File: src/rtl/sha_pkg.sv
// ----------------------------------------------------------------------------
// SHA-256 shared definitions
// Round constants, initial chaining words, action codes and a rotate helper.
// ----------------------------------------------------------------------------
package sha_pkg;

  localparam int unsigned BlockBytes = 64;
  localparam int unsigned Rounds     = 64;
  localparam int unsigned DigWords   = 8;

  localparam logic [1:0] ActAbsorb = 2'd0;
  localparam logic [1:0] ActLast   = 2'd1;
  localparam logic [1:0] ActFinish = 2'd2;

  localparam logic [7:0] PadByte = 8'h80;

  function automatic logic [31:0] round_k(input logic [5:0] i);
    logic [31:0] k;
    case (i)
      6'd0: k = 32'h428a2f98;  6'd1: k = 32'h71374491;
      6'd2: k = 32'hb5c0fbcf;  6'd3: k = 32'he9b5dba5;
      6'd4: k = 32'h3956c25b;  6'd5: k = 32'h59f111f1;
      6'd6: k = 32'h923f82a4;  6'd7: k = 32'hab1c5ed5;
      6'd8: k = 32'hd807aa98;  6'd9: k = 32'h12835b01;
      6'd10: k = 32'h243185be; 6'd11: k = 32'h550c7dc3;
      6'd12: k = 32'h72be5d74; 6'd13: k = 32'h80deb1fe;
      6'd14: k = 32'h9bdc06a7; 6'd15: k = 32'hc19bf174;
      6'd16: k = 32'he49b69c1; 6'd17: k = 32'hefbe4786;
      6'd18: k = 32'h0fc19dc6; 6'd19: k = 32'h240ca1cc;
      6'd20: k = 32'h2de92c6f; 6'd21: k = 32'h4a7484aa;
      6'd22: k = 32'h5cb0a9dc; 6'd23: k = 32'h76f988da;
      6'd24: k = 32'h983e5152; 6'd25: k = 32'ha831c66d;
      6'd26: k = 32'hb00327c8; 6'd27: k = 32'hbf597fc7;
      6'd28: k = 32'hc6e00bf3; 6'd29: k = 32'hd5a79147;
      6'd30: k = 32'h06ca6351; 6'd31: k = 32'h14292967;
      6'd32: k = 32'h27b70a85; 6'd33: k = 32'h2e1b2138;
      6'd34: k = 32'h4d2c6dfc; 6'd35: k = 32'h53380d13;
      6'd36: k = 32'h650a7354; 6'd37: k = 32'h766a0abb;
      6'd38: k = 32'h81c2c92e; 6'd39: k = 32'h92722c85;
      6'd40: k = 32'ha2bfe8a1; 6'd41: k = 32'ha81a664b;
      6'd42: k = 32'hc24b8b70; 6'd43: k = 32'hc76c51a3;
      6'd44: k = 32'hd192e819; 6'd45: k = 32'hd6990624;
      6'd46: k = 32'hf40e3585; 6'd47: k = 32'h106aa070;
      6'd48: k = 32'h19a4c116; 6'd49: k = 32'h1e376c08;
      6'd50: k = 32'h2748774c; 6'd51: k = 32'h34b0bcb5;
      6'd52: k = 32'h391c0cb3; 6'd53: k = 32'h4ed8aa4a;
      6'd54: k = 32'h5b9cca4f; 6'd55: k = 32'h682e6ff3;
      6'd56: k = 32'h748f82ee; 6'd57: k = 32'h78a5636f;
      6'd58: k = 32'h84c87814; 6'd59: k = 32'h8cc70208;
      6'd60: k = 32'h90befffa; 6'd61: k = 32'ha4506ceb;
      6'd62: k = 32'hbef9a3f7; default: k = 32'hc67178f2;
    endcase
    return k;
  endfunction

  function automatic logic [31:0] init_h(input logic [2:0] i);
    logic [31:0] h;
    case (i)
      3'd0: h = 32'h6a09e667; 3'd1: h = 32'hbb67ae85;
      3'd2: h = 32'h3c6ef372; 3'd3: h = 32'ha54ff53a;
      3'd4: h = 32'h510e527f; 3'd5: h = 32'h9b05688c;
      3'd6: h = 32'h1f83d9ab; default: h = 32'h5be0cd19;
    endcase
    return h;
  endfunction

  function automatic logic [31:0] ror(input logic [31:0] v, input int unsigned n);
    return (v >> n) | (v << (32 - n));
  endfunction

endpackage

File: src/rtl/sha_if.sv
// ----------------------------------------------------------------------------
// SHA-256 stream channels
// Valid/ready channels for input beats and digest beats.
// ----------------------------------------------------------------------------
interface sha_in_if;
  logic       valid;
  logic       ready;
  logic [1:0] action;
  logic [7:0] data_byte;
  modport source (output valid, action, data_byte, input ready);
  modport sink (input valid, action, data_byte, output ready);
endinterface

interface sha_out_if;
  logic        valid;
  logic        ready;
  logic [31:0] digest_word;
  logic [2:0]  word_index;
  logic        last;
  modport source (output valid, digest_word, word_index, last, input ready);
  modport sink (input valid, digest_word, word_index, last, output ready);
endinterface

File: src/rtl/sha_core.sv
// ----------------------------------------------------------------------------
// SHA-256 round engine
// One shared round unit, 64 iterations per block, with a rolling 16-word
// schedule window fed from the block memory one word per cycle.
// ----------------------------------------------------------------------------
module sha_core
  import sha_pkg::*;
(
  input  logic         clk_i,
  input  logic         rst_ni,
  input  logic         start_i,
  input  logic         reset_chain_i,
  input  logic [31:0]  msg_word_i,
  output logic [3:0]   msg_addr_o,
  output logic         busy_o,
  output logic         done_o,
  output logic [255:0] chain_o
);

  localparam logic [1:0] StIdle  = 2'd0;
  localparam logic [1:0] StFetch = 2'd1;
  localparam logic [1:0] StRound = 2'd2;
  localparam logic [1:0] StAdd   = 2'd3;

  logic [1:0]   state_q, state_d;
  logic [6:0]   cnt_q, cnt_d;
  logic [31:0]  w_q [16];
  logic [31:0]  r_q [8];
  logic [31:0]  h_q [8];
  logic [31:0]  w_cur, w_new, t1, t2, s0, s1;

  assign msg_addr_o = cnt_d[3:0];
  assign busy_o     = (state_q != StIdle);

  always_comb begin
    s0    = ror(w_q[1], 7) ^ ror(w_q[1], 18) ^ (w_q[1] >> 3);
    s1    = ror(w_q[14], 17) ^ ror(w_q[14], 19) ^ (w_q[14] >> 10);
    w_new = w_q[0] + s0 + w_q[9] + s1;
    w_cur = (cnt_q < 7'd16) ? msg_word_i : w_new;
    t1 = r_q[7] + (ror(r_q[4], 6) ^ ror(r_q[4], 11) ^ ror(r_q[4], 25))
       + ((r_q[4] & r_q[5]) ^ (~r_q[4] & r_q[6])) + round_k(cnt_q[5:0]) + w_cur;
    t2 = (ror(r_q[0], 2) ^ ror(r_q[0], 13) ^ ror(r_q[0], 22))
       + ((r_q[0] & r_q[1]) ^ (r_q[0] & r_q[2]) ^ (r_q[1] & r_q[2]));
  end

  always_comb begin
    state_d = state_q;
    cnt_d   = cnt_q;
    done_o  = 1'b0;
    case (state_q)
      StIdle: if (start_i) begin
        state_d = StFetch;
        cnt_d   = '0;
      end
      StFetch: state_d = StRound;
      StRound: begin
        cnt_d = cnt_q + 7'd1;
        if (cnt_q == 7'(Rounds - 1)) state_d = StAdd;
      end
      StAdd: begin
        state_d = StIdle;
        done_o  = 1'b1;
      end
      default: state_d = StIdle;
    endcase
  end

  always_ff @(posedge clk_i or negedge rst_ni) begin
    if (!rst_ni) begin
      state_q <= StIdle;
      cnt_q   <= '0;
      for (int i = 0; i < 8; i++) h_q[i] <= init_h(3'(i));
    end else begin
      state_q <= state_d;
      cnt_q   <= cnt_d;
      if (reset_chain_i) begin
        for (int i = 0; i < 8; i++) h_q[i] <= init_h(3'(i));
      end else if (state_q == StAdd) begin
        for (int i = 0; i < 8; i++) h_q[i] <= h_q[i] + r_q[i];
      end
    end
  end

  always_ff @(posedge clk_i) begin
    if (state_q == StIdle && start_i) begin
      for (int i = 0; i < 8; i++) r_q[i] <= h_q[i];
    end else if (state_q == StRound) begin
      for (int i = 0; i < 15; i++) w_q[i] <= w_q[i+1];
      w_q[15] <= w_cur;
      r_q[7] <= r_q[6];
      r_q[6] <= r_q[5];
      r_q[5] <= r_q[4];
      r_q[4] <= r_q[3] + t1;
      r_q[3] <= r_q[2];
      r_q[2] <= r_q[1];
      r_q[1] <= r_q[0];
      r_q[0] <= t1 + t2;
    end
  end

  always_comb begin
    for (int i = 0; i < 8; i++) chain_o[255-32*i -: 32] = h_q[i];
  end

endmodule

File: src/rtl/sha256_stream_hasher.sv
// ----------------------------------------------------------------------------
// SHA-256 stream hasher
// Absorbs message bytes, pads on finish, emits eight digest words.
// ----------------------------------------------------------------------------
//  channel  dir  payload
//  in_ch    in   action, data_byte
//  out_ch   out  digest_word, word_index, last
//
//  A byte that does not complete a block is written to the block memory; a
//  block-completing byte also starts the engine (load, 64 rounds, chain add).
//  Finish writes padding through the block memory one byte a cycle while the
//  engine is idle, runs one or two compressions, then holds eight digest beats.
//  Reset restores the initial chaining value; no clearing pass is needed.
//  Input is not ready while a block compresses, padding is written or the
//  digest drains.
// ----------------------------------------------------------------------------
module sha256_stream_hasher
  import sha_pkg::*;
(
  input logic      clk_i,
  input logic      rst_ni,
  sha_in_if.sink   in_ch,
  sha_out_if.source out_ch
);

  localparam logic [2:0] StIdle  = 3'd0;
  localparam logic [2:0] StPad   = 3'd1;
  localparam logic [2:0] StLen   = 3'd2;
  localparam logic [2:0] StComp  = 3'd3;
  localparam logic [2:0] StOut   = 3'd4;

  logic [2:0]   state_q, state_d;
  logic [5:0]   fill_q, fill_d;
  logic [63:0]  bits_q, bits_d;
  logic         final_q, final_d;
  logic         pad_q, pad_d;
  logic [2:0]   widx_q, widx_d;
  logic [31:0]  mem [BlockBytes/4];
  logic [31:0]  rd_word;
  logic         wr_en;
  logic [5:0]   wr_addr;
  logic [7:0]   wr_data;
  logic [3:0]   rd_addr;
  logic         core_start;
  logic         core_busy;
  logic         core_done;
  logic         reset_chain;
  logic [255:0] chain;
  logic         acc;

  assign acc = in_ch.valid && in_ch.ready;
  assign in_ch.ready = (state_q == StIdle) && !core_busy;

  always_ff @(posedge clk_i) begin
    if (wr_en) mem[wr_addr[5:2]][8*(3-wr_addr[1:0]) +: 8] <= wr_data;
    rd_word <= mem[rd_addr];
  end

  sha_core u_core (
    .clk_i        (clk_i),
    .rst_ni       (rst_ni),
    .start_i      (core_start),
    .reset_chain_i(reset_chain),
    .msg_word_i   (rd_word),
    .msg_addr_o   (rd_addr),
    .busy_o       (core_busy),
    .done_o       (core_done),
    .chain_o      (chain)
  );

  always_comb begin
    state_d     = state_q;
    fill_d      = fill_q;
    bits_d      = bits_q;
    final_d     = final_q;
    pad_d       = pad_q;
    widx_d      = widx_q;
    wr_en       = 1'b0;
    wr_addr     = fill_q;
    wr_data     = in_ch.data_byte;
    core_start  = 1'b0;
    reset_chain = 1'b0;
    case (state_q)
      StIdle: if (acc) begin
        if (in_ch.action == ActAbsorb || in_ch.action == ActLast) begin
          wr_en  = 1'b1;
          fill_d = fill_q + 6'd1;
          bits_d = bits_q + 64'd8;
          if (fill_q == 6'd63) core_start = 1'b1;
        end
        if (in_ch.action == ActLast || in_ch.action == ActFinish) begin
          state_d = StPad;
          final_d = 1'b0;
          pad_d   = 1'b0;
          if (in_ch.action == ActLast && fill_q == 6'd63) state_d = StComp;
        end
      end
      StComp: if (core_done) state_d = final_q ? StOut : StPad;
      StPad: if (!core_busy) begin
        wr_en   = 1'b1;
        wr_data = pad_q ? 8'h00 : PadByte;
        fill_d  = fill_q + 6'd1;
        pad_d   = 1'b1;
        if (fill_q == 6'd55) begin
          state_d = StLen;
        end else if (fill_q == 6'd63) begin
          core_start = 1'b1;
          state_d    = StComp;
          final_d    = 1'b0;
        end
      end
      StLen: begin
        wr_en   = 1'b1;
        wr_data = bits_q[8*(7-(fill_q[2:0]))+:8];
        fill_d  = fill_q + 6'd1;
        if (fill_q == 6'd63) begin
          core_start = 1'b1;
          state_d    = StComp;
          final_d    = 1'b1;
          widx_d     = '0;
        end
      end
      StOut: if (out_ch.ready) begin
        widx_d = widx_q + 3'd1;
        if (widx_q == 3'd7) begin
          state_d     = StIdle;
          reset_chain = 1'b1;
          bits_d      = '0;
          fill_d      = '0;
        end
      end
      default: state_d = StIdle;
    endcase
  end

  assign out_ch.valid       = (state_q == StOut);
  assign out_ch.digest_word = chain[255 - 32*widx_q -: 32];
  assign out_ch.word_index  = widx_q;
  assign out_ch.last        = (widx_q == 3'd7);

  always_ff @(posedge clk_i or negedge rst_ni) begin
    if (!rst_ni) begin
      state_q <= StIdle;
      fill_q  <= '0;
      bits_q  <= '0;
      final_q <= 1'b0;
      pad_q   <= 1'b0;
      widx_q  <= '0;
    end else begin
      state_q <= state_d;
      fill_q  <= fill_d;
      bits_q  <= bits_d;
      final_q <= final_d;
      pad_q   <= pad_d;
      widx_q  <= widx_d;
    end
  end

  a_no_accept_busy: assert property (@(posedge clk_i) disable iff (!rst_ni)
    core_busy |-> !in_ch.ready) else $error("input accepted during rounds");
  a_out_last: assert property (@(posedge clk_i) disable iff (!rst_ni)
    (out_ch.valid && out_ch.ready && out_ch.last) |=> !out_ch.valid)
    else $error("digest overrun");
  a_start_idle: assert property (@(posedge clk_i) disable iff (!rst_ni)
    core_start |-> !core_busy) else $error("start while busy");

endmodule
File: src/flat_wrapper.sv
// flat-port wrapper written by rule: the top's interface ports become plain ports
module sha256_stream_hasher_flat import sha_pkg::*;
  (clk_i, rst_ni, in_ch_valid, in_ch_action, in_ch_data_byte, in_ch_ready, out_ch_valid, out_ch_digest_word, out_ch_word_index, out_ch_last, out_ch_ready);
  sha_in_if in_ch_i ();
  sha_out_if out_ch_i ();
  input logic clk_i;
  input logic rst_ni;
  input wire logic [$bits(in_ch_i.valid)-1:0] in_ch_valid;
  input wire logic [$bits(in_ch_i.action)-1:0] in_ch_action;
  input wire logic [$bits(in_ch_i.data_byte)-1:0] in_ch_data_byte;
  output wire logic [$bits(in_ch_i.ready)-1:0] in_ch_ready;
  output wire logic [$bits(out_ch_i.valid)-1:0] out_ch_valid;
  output wire logic [$bits(out_ch_i.digest_word)-1:0] out_ch_digest_word;
  output wire logic [$bits(out_ch_i.word_index)-1:0] out_ch_word_index;
  output wire logic [$bits(out_ch_i.last)-1:0] out_ch_last;
  input wire logic [$bits(out_ch_i.ready)-1:0] out_ch_ready;
  assign in_ch_i.valid = in_ch_valid;
  assign in_ch_i.action = in_ch_action;
  assign in_ch_i.data_byte = in_ch_data_byte;
  assign in_ch_ready = in_ch_i.ready;
  assign out_ch_valid = out_ch_i.valid;
  assign out_ch_digest_word = out_ch_i.digest_word;
  assign out_ch_word_index = out_ch_i.word_index;
  assign out_ch_last = out_ch_i.last;
  assign out_ch_i.ready = out_ch_ready;
  sha256_stream_hasher u_core (.clk_i(clk_i), .rst_ni(rst_ni), .in_ch(in_ch_i), .out_ch(out_ch_i));
endmodule
File: config.mk
export PLATFORM = sky130hd
export DESIGN_NAME = sha256_stream_hasher_flat
export DESIGN_NICKNAME = d
export VERILOG_FILES = /design/src/rtl/sha_pkg.sv /design/src/rtl/sha_if.sv /design/src/rtl/sha_core.sv /design/src/rtl/sha256_stream_hasher.sv /design/src/flat_wrapper.sv
export SDC_FILE = /design/constraint.sdc
export NUM_CORES = 2
export LEC_CHECK = 0
export BUFFER_PORTS_ARGS = -buffer_cell sky130_fd_sc_hd__buf_4
export CORE_MARGIN = 1
export CORE_UTILIZATION = 40
export CTS_CLUSTER_SIZE = 30
export DETAILED_ROUTE_END_ITERATION = 10
export GPL_TIMING_DRIVEN = 1
export PLACE_DENSITY = 0.53
export SLEW_MARGIN = 20
export SYNTH_ARGS = -nofsm -noshare
export SYNTH_HDL_FRONTEND = slang
export SYNTH_SLANG_ARGS = --single-unit
File: constraint.sdc
create_clock -name clk_i -period 42.9 [get_ports clk_i]
set_clock_uncertainty 0.1 [all_clocks]
set_input_delay 4.29 -clock clk_i [delete_from_list [all_inputs] [get_ports clk_i]]
set_output_delay 4.29 -clock clk_i [all_outputs]
set_load 0.01 [all_outputs]
==> results by group <==
Outcome
  – Status: complete, no violations

Die
  – Die footprint: between 0.2 and 0.25 mm²
  – Starting density of the core: between 40% and 50%
  – Die width: around 480 µm
  – Floorplan row count: roughly 180
  – Io pins: 52
  – Core Footprint: between 0.2 and 0.25 mm²
  – Die Y-Extent: around 480 µm

Cells and area
  – Final instance area: 0.103 mm²
  – Post-route core utilization: between 40% and 50%
  – Fraction of layout cells with a size suffix above 1: 12.5%
  – Leading cell type in the layout, fill and taps excluded: edfxtp_1
  – Post-layout nets: a little under 9k
  – Most frequent cells in the layout: edfxtp_1 (1280), nand2_1 (921), nor2_1 (559), a21oi_1 (456), inv_1 (441)
  – Post-Layout Cell Count: between 10k and 15k
  – P&R area growth vs syn: 10.2%

Clock tree
  – Cts hold-fix bufs: 0
  – Max H-tree Level: 4
  – Root buf cell: clkbuf_16
  – Clk buf depth: 3
  – CTS tree: yes
  – Clk slew on worst S/H paths: ~0.060 ns
  – Postcts setup bufs: 0
  – PostCTS Resize Cnt: 0
  – TritonCTS buffer count: 189
  – CTS sink count: about 1.7k
  – Clock latency on the worst-skew pair: about 0.87 ns

Synth
  – Synth area leaders: edfxtp_1 (41%), ha_1 (5.5%), dfrtp_1 (5.5%)
  – Cell taking the most area after synthesis: edfxtp_1
  – Ys flop type: edfxtp_1
  – Mapped cell area: between 0.09 and 0.1 mm²
  – Sequential fraction of the synthesis area: ~51%
  – Yosys warns: 0
  – Netlist cell types: approximately 100
  – Gate count of the mapped netlist: just over 8k
  – Post-synth EDFFs: between 1k and 1.5k
  – Asr flop ratio synth: just over 20%
  – Net count after synthesis: between 8k and 9k
  – Synth Register Bits: 1652
  – Mapped Avg Cell Area: roughly 11 µm²
  – Top cell type's share of synthesized area: 41.3%

Timing
  – Worst-Margin Slew: 1.14 ns
  – RSZ-0062 raised after global routing: no
  – Final setup fails: 0
  – Tcrit/Tclk final: roughly a quarter
  – TNS Setup: 0 ns
  – Max_slew headroom: 23.5%
  – Slew Viols, Final: 0
  – Final hold vios: 0
  – Peak Freq: 89.9 MHz
  – Final min period: ~11 ns

GRT
  – Congestion Overflow GR: 0
  – Antenna violations before repair: 12
  – GR Util All Layers: ~24%
  – First-pass GRT wire length: 426 mm
  – Vias in the first global route: ~62k
  – Largest net degree at the start of global routing: about 180

Min path
  – Worst Hold Class: flop to flop
  – Hold Crit Start: u_core.u_core.w_q[1][98]

Setup path
  – Req. time, crit path: approximately 43 ns
  – CP arrival: ~12 ns
  – Max stage delay on crit path: about 0.60 ns
  – Crit Path Max Fanout: 6
  – Slowest cell on the critical path: o21ai_0
  – CP Launch Type: flop
  – Crit Path Class: flop to flop
  – Cell mode on critical path: inv_1
  – Worst R2R Start: u_core.u_core.w_q[1][210]
  – CP Capture Type: flop
  – CP startpoint: u_core.u_core.w_q[1][210]

Place
  – Routability-driven placement congestion ratio: between 0.9 and 1
  – Port-buffer cells: 51
  – Post-placement cell count: approximately 11k
  – Detail Placement HPWL: approximately 210 mm
  – Placed cell area: between 0.09 and 0.1 mm²

Detailed routing
  – Vias per cell: ~5.7
  – DRC Markers: 0
  – ANT nets after route: 0
  – Vias: 64.4k
  – Initial DRC count: roughly 6.5k
  – Routed wire length per instance: between 20 and 30 µm
  – Pre-Repair DR Iteration Count: 6
  – WL final: just under 300 mm

Flow run
  – MaxCap Viol Count: 0
-- cell usage after synthesis (all sizes together), types with 19 or more instances --
cell type	instances
nand2b	62
a311oi	78
nor2	576
nor2b	56
o31ai	38
a21o	227
and3	79
mux4	85
nor3	101
fa	196
o21ai	384
o211ai	36
a31oi	80
ha	411
dfrtp	204
clkbuf	298
dfstp	136
o21a	62
or2	19
xor2	174
nand2	926
or3	48
dfxtp	32
a211oi	71
inv	444
mux2i	97
o311ai	19
nand3	368
buf	121
edfxtp	1280
nand4	46
mux2	294
o21bai	45
a21oi	456
xnor2	413
-- flip-flops by register name, summed over array words and instances (netlist names) --
name and count:
u_core.bits_q 61, u_core.fill_q 6, u_core.final_q 1, u_core.mem 512
u_core.out_ch.word_index 3, u_core.pad_q 1, u_core.rd_word 32, u_core.state_q 3
u_core.u_core.chain_o 256, u_core.u_core.cnt_q 7, u_core.u_core.r_q 256, u_core.u_core.state_q 2
u_core.u_core.w_q 512
-- routing by layer --
| layer | track usage [%] | part of all wire (%) | vias up |
|---|---|---|---|
| li1 | - | - | 29569 |
| met1 | 36.2 | 47 | 32386 |
| met2 | 36.7 | 44 | 2029 |
| met3 | 3.81 | 6.2 | 364 |
| met4 | 6.09 | 2.4 | 2 |
| met5 | 0 | 0.0024 | - |
-- through the flow --
step           setup WS [ns]  hold WS (ns)
2_1_floorplan          22.44         0.300
3_3_place_gp           31.84         0.300
3_5_place_dp           31.78         0.305
4_1_cts                31.79         0.269
5_1_grt                31.12         0.280
6_report               31.78         0.287
-- layout make-up --
cell class / count / area, µm²
clock buffers: 263 / 5180
fillers: 21435 / 128000
multi-input cells: 5703 / 41900
well taps: 3026 / 3790
clock inverters: 87 / 1000
diodes: 2 / 5.00
flip-flops and latches: 1652 / 47800
repair buffers: 157 / 1220
inverters: 446 / 1690
-- logic make-up (layout without fill, tap and decap cells) --
kind of cell    Yosys count  after routing  share of synthesized area [%]
compound gates         1651           1651                           11.3
xor+xnor                588            588                           5.55
fa+ha+maj               612            612                           9.80
buf+inv                 865            953                           3.77
flops                  1652           1652                           51.3
mux                     476            476                           6.67
other cells               0              2                              0
simple gates           2376           2376                           11.6
-- worst paths after layout --
path,cells past startpoint,slack (ns),endpoint
worst max-delay path,46,31.78,u_core.u_core.r_q[0][29]
worst min-delay path,0,0.29,u_core.u_core.w_q[1][66]
worst max register to register,46,31.78,u_core.u_core.r_q[0][29]
worst min register to register,0,0.29,u_core.u_core.w_q[1][66]
max in group asynchronous,4,36.37,u_core.out_ch.word_index[1]
min in group asynchronous,1,3.36,u_core.u_core.chain_o[190]
-- worst max-delay path, delay by kind of cell, from the launching register on --
family / cells / cell delay (ns)
muxes: 1 / 0.26
buffers and inverters: 8 / 0.54
xor gates and xnor gates: 5 / 0.97
adders and majority gates: 10 / 4.16
and+or+nand+nor: 4 / 0.51
DFF: 1 / 0.49
AOI/OAI and AO/OA: 18 / 3.84
Power is left out: the tool's default activity adds up to more than one toggle a clock period on the data nets, which glitch-free logic cannot reach.
